## config.mk

```make
export PLATFORM = sky130hd
export DESIGN_NAME = imhq_ram
export DESIGN_NICKNAME = d
export VERILOG_FILES = /design/src/hdl/imhq_ram.sv
export SDC_FILE = /design/constraint.sdc
export NUM_CORES = 2
export LEC_CHECK = 0
export BUFFER_PORTS_ARGS = -buffer_cell sky130_fd_sc_hd__buf_2
export CAP_MARGIN = 25
export CORE_UTILIZATION = 60
export CTS_BUF_LIST = sky130_fd_sc_hd__clkbuf_16
export CTS_CLUSTER_DIAMETER = 40
export CTS_CLUSTER_SIZE = 25
export DETAILED_ROUTE_END_ITERATION = 7
export GPL_ROUTABILITY_DRIVEN = 0
export HOLD_SLACK_MARGIN = 0.1
export PLACE_DENSITY = 0.83
export SYNTH_ARGS = -nofsm -noshare
export SYNTH_HDL_FRONTEND = slang
export SYNTH_SLANG_ARGS = --single-unit
```

## constraint.sdc

```tcl
create_clock -name clk -period 5.8 [get_ports clk]
set_input_delay 1.45 -clock clk [delete_from_list [all_inputs] [get_ports clk]]
set_output_delay 1.45 -clock clk [all_outputs]
set_load 0.01 [all_outputs]
```

## src/hdl/imhq_ram.sv

```systemverilog
// Generic single-write, single-read RAM with registered read data.
// No dependencies.
`timescale 1ns / 1ps
module imhq_ram #(
  parameter int WIDTH = 8,
  parameter int DEPTH = 256
) (
  input  logic                     clk,
  input  logic                     we,
  input  logic [$clog2(DEPTH)-1:0] waddr,
  input  logic [WIDTH-1:0]         wdata,
  input  logic [$clog2(DEPTH)-1:0] raddr,
  output logic [WIDTH-1:0]         rdata
);
  logic [WIDTH-1:0] mem [DEPTH];

  always_ff @(posedge clk) begin
    if (we) mem[waddr] <= wdata;
    rdata <= mem[raddr];
  end
endmodule

```

==> metrics.csv <==
stage,metric,value,unit
worst_setup_path,r2r-start,mem[26][5]$_DFFE_PP_,
detailed_routing,drt_iter0_drc,7052,
floorplan,die_area,134000,µm²
worst_setup_path,r2r.worst_path.cells,6,
global_routing,gr-total-overflow,0,
synth,syn_area_per_cell,21.3,µm²
worst_setup_path,crit_path_start,raddr[1],
clock_tree,numCtsBuffers,191,
pwr,p_total,0.0314,W
sta,fmax,231,MHz
synth,synthCells,3733,
worst_setup_path,cp_max_fo,90,
detailed_routing,vias_per_cell,7.18,
place,io_buffers,33,
worst_setup_path,endpoint,rdata[3]$_DFF_P_,
synth,synthTopCellsByCount,"edfxtp_1, mux4_2, nor2_1",
sta,worstMarginPinSlew,1.28,ns
floorplan,die_y,366,µm
pwr,intPower,0.0240,W
pwr,seq_power_share,52.3,%
worst_setup_path,critPathArrivalTime,5.03,ns
detailed_routing,wire_per_inst,35.5,µm
clock_tree,clock-root-buffer,clkbuf_16,
worst_setup_path,cp.required,6.50,ns
detailed_routing,wirelength,205000,µm
sta,hold-worst-slack,1.11,ns
synth,synth_xor_area_share,0,%
synth,synth_area,79600,µm²
floorplan,die_w,366,µm
global_routing,use_met2,47.7,%
clock_tree,htree_levels,4,
global_routing,grt_busiest_layer,met2,
global_routing,grt_max_degree,149,
sta,fin_setup_tns,0,ns
worst_setup_path,timing.critical_path.mode_cell,buf_12,
pwr,power_density,354,nW/µm²
synth,yosysUniqueCellTypes,55,
final_layout,finalInstanceArea,88500,µm²
global_routing,antenna_found_initial,17,
global_routing,grt_pass1_vias,41584,
synth,syn_nets,3759,
floorplan,row_count,133,
clock_tree,clockBufferDepth,3,
sta,fin_ws,1.46,ns
synth,yosys_warnings,0,
synth,yosysTopAreaCell,edfxtp_1,
clock_tree,clk_latency,0.84,ns
clock_tree,cts_resized,0,
synth,synth.most_common_cell,edfxtp_1,
floorplan,core,131000,µm²
clock_tree,clkTransAtPathRegs,0.09,ns
global_routing,grt_use_met3,8.23,%
clock_tree,holdBufCountCts,0,
sta,fin_crit_sh,74.8,%
worst_setup_path,rrSetupSlack,2.98,ns
sta,min_period,4.34,ns
clock_tree,cts.sinks,2056,
pwr,clkPwrFrac,42.9,%
synth,synth-seq-area-share,77.5,%
synth,async_flop_share,0,%
place,pre_cts_slack,0.826,ns
place,postPlaceCellArea,81700,µm²
synth,ys_seq_elements,2056,
pwr,swShare,23.4,%
detailed_routing,firstDrtPassIters,8,
worst_setup_path,crit_chain,buf_8 -> buf_12 -> buf_12 -> mux4_2 -> a22o_1 -> a221oi_1 -> o221ai_1 -> a211oi_1 -> nor4_1,
synth,synth_simple_gate_area_share,2.63,%
global_routing,grt_util_met1,40.7,%
place,hpwlAfterDp,113000,µm
sta,finalSetupViolCount,0,
pwr,vdd_drop_max,0.000353,V
worst_setup_path,crit_slowest_cell,a211oi_1,
worst_setup_path,critPathMaxStageDelay,0.73,ns
sta,fin_skew,0.0650,ns
worst_setup_path,endpoint_kind,flop,
clock_tree,cts_tree,built,
clock_tree,postCtsSetupBuffers,0,
detailed_routing,ant_nets,0,
synth,synth_flop_cell,edfxtp_1,
synth,synth.area.mux_share,14.6,%
pwr,p_leak,27.4,nW
flow_run,maxCapViolCount,0,
synth,synth_top_family_by_area,multiplexers,
final_layout,layout.nets,3865,
sta,hold_viol,0,
pwr,switchingPower,0.00733,W
global_routing,grt_use_total,30.7,%
detailed_routing,drcViolationCount,0,
floorplan,io_pins,34,
global_routing,grt_pass1_wl,294000,µm
worst_setup_path,r2r_end,rdata[5]$_DFF_P_,
worst_hold_path,hp-class,reg2reg,
detailed_routing,num_vias,41401,
final_layout,area_growth,11.3,%
worst_setup_path,worstSetupPathType,in2reg,
status,status,"complete, no violations",
synth,synth-compound-area-share,3.42,%
synth,netlist.area_leader.share,77.3,%
worst_setup_path,cp-start-kind,input pin,
synth,synth_edf_count,2048,
sta,final_max_slew_viol_count,0,
synth,yosys-top-cells-area,"edfxtp_1, mux4_2, mux2i_1",
sta,rsz0062_at_grt,false,
sta,slew_headroom,14.9,%
floorplan,initial_core_util,60.5,%
synth,synth-adder-area-share,0,%
pwr,p_comb_share,4.8,%
final_layout,drive_above_1_share,24.0,%
layout by cell type (no fill, tap or decap), drive strengths merged, types with 8 or more instances in the layout:
cell,count
a211oi,16
nand2,33
a221oi,14
inv,86
mux2i,134
o211ai,10
o221ai,47
nand4,10
dfxtp,8
nor3,22
clkbuf,199
nand3,34
a21oi,96
a22o,8
o21ai,12
nor2b,31
nor4,27
mux4,456
clkinvlp,15
buf,138
a22oi,133
edfxtp,2048
clkinv,53
nor2,282
diode,8
o22ai,28
bufinv,17
nand2b,8
cells by family (layout without fill, tap and decap cells):
logic type / after synthesis / in the layout
AOI/OAI and AO/OA: 385 / 385
muxes: 591 / 591
DFF: 2056 / 2056
and+or+nand+nor: 466 / 466
other: 0 / 8
buffers and inverters: 235 / 508
power groups by stage:
stage	Combinational (W)	Clock, W	Sequential, W
3_3_place_gp	0.00138	0	0.0167
2_1_floorplan	0.000796	0	0.0167
3_5_place_dp	0.00142	0	0.0167
4_1_cts	0.00146	0.0134	0.0164
5_1_grt	0.00153	0.0140	0.0164
6_report	0.00150	0.0134	0.0164
flip-flops by register name, indices dropped and copies added (netlist names):
name / cells
mem: 2048
rdata: 8
through the flow:
step                cells  util, %
floorplan            3733        -
global placement     5396     62.1
detailed placement   5399     62.1
CTS                  5759     67.3
global route         5764     67.3
finish               5769     67.4
metal layers:
metal / share of wire, % / wire length (µm) / vias up
met5: 0.070 / 144 / -
met4: 5.9 / 12100 / 22
met3: 14 / 27900 / 735
met2: 47 / 96800 / 3659
met1: 33 / 67800 / 21043
li1: - / - / 15942
worst min path at each step:
| stage | end | start | depth (start not counted) |
|---|---|---|---|
| global route | rdata[1]$_DFF_P_ | mem[49][1]$_DFFE_PP_ | 5 |
| finish | rdata[3]$_DFF_P_ | mem[41][3]$_DFFE_PP_ | 6 |
| CTS | rdata[1]$_DFF_P_ | mem[50][1]$_DFFE_PP_ | 5 |
| floorplan | rdata[3]$_DFF_P_ | mem[40][3]$_DFFE_PP_ | 6 |
| global placement | rdata[5]$_DFF_P_ | mem[32][5]$_DFFE_PP_ | 6 |
| detailed placement | rdata[2]$_DFF_P_ | mem[49][2]$_DFFE_PP_ | 5 |
worst max-delay path: cells and delay by family:
family,cells,cell delay (ns)
AOI/OAI and AO/OA,4,1.70
buffers and inverters,3,1.33
muxes,1,0.37
and+or+nand+nor,1,0.11
layout make-up:
class	count	area, µm²
clock inverters	169	2030
well taps	1755	2200
fillers	7530	42900
clock buffers	191	4780
flip-flops and latches	2056	61700
inverters	2	7.51
multi-input cells	1442	16500
diodes	8	20.0
repair buffers	146	1350
Power figures use the tool's default switching activity.
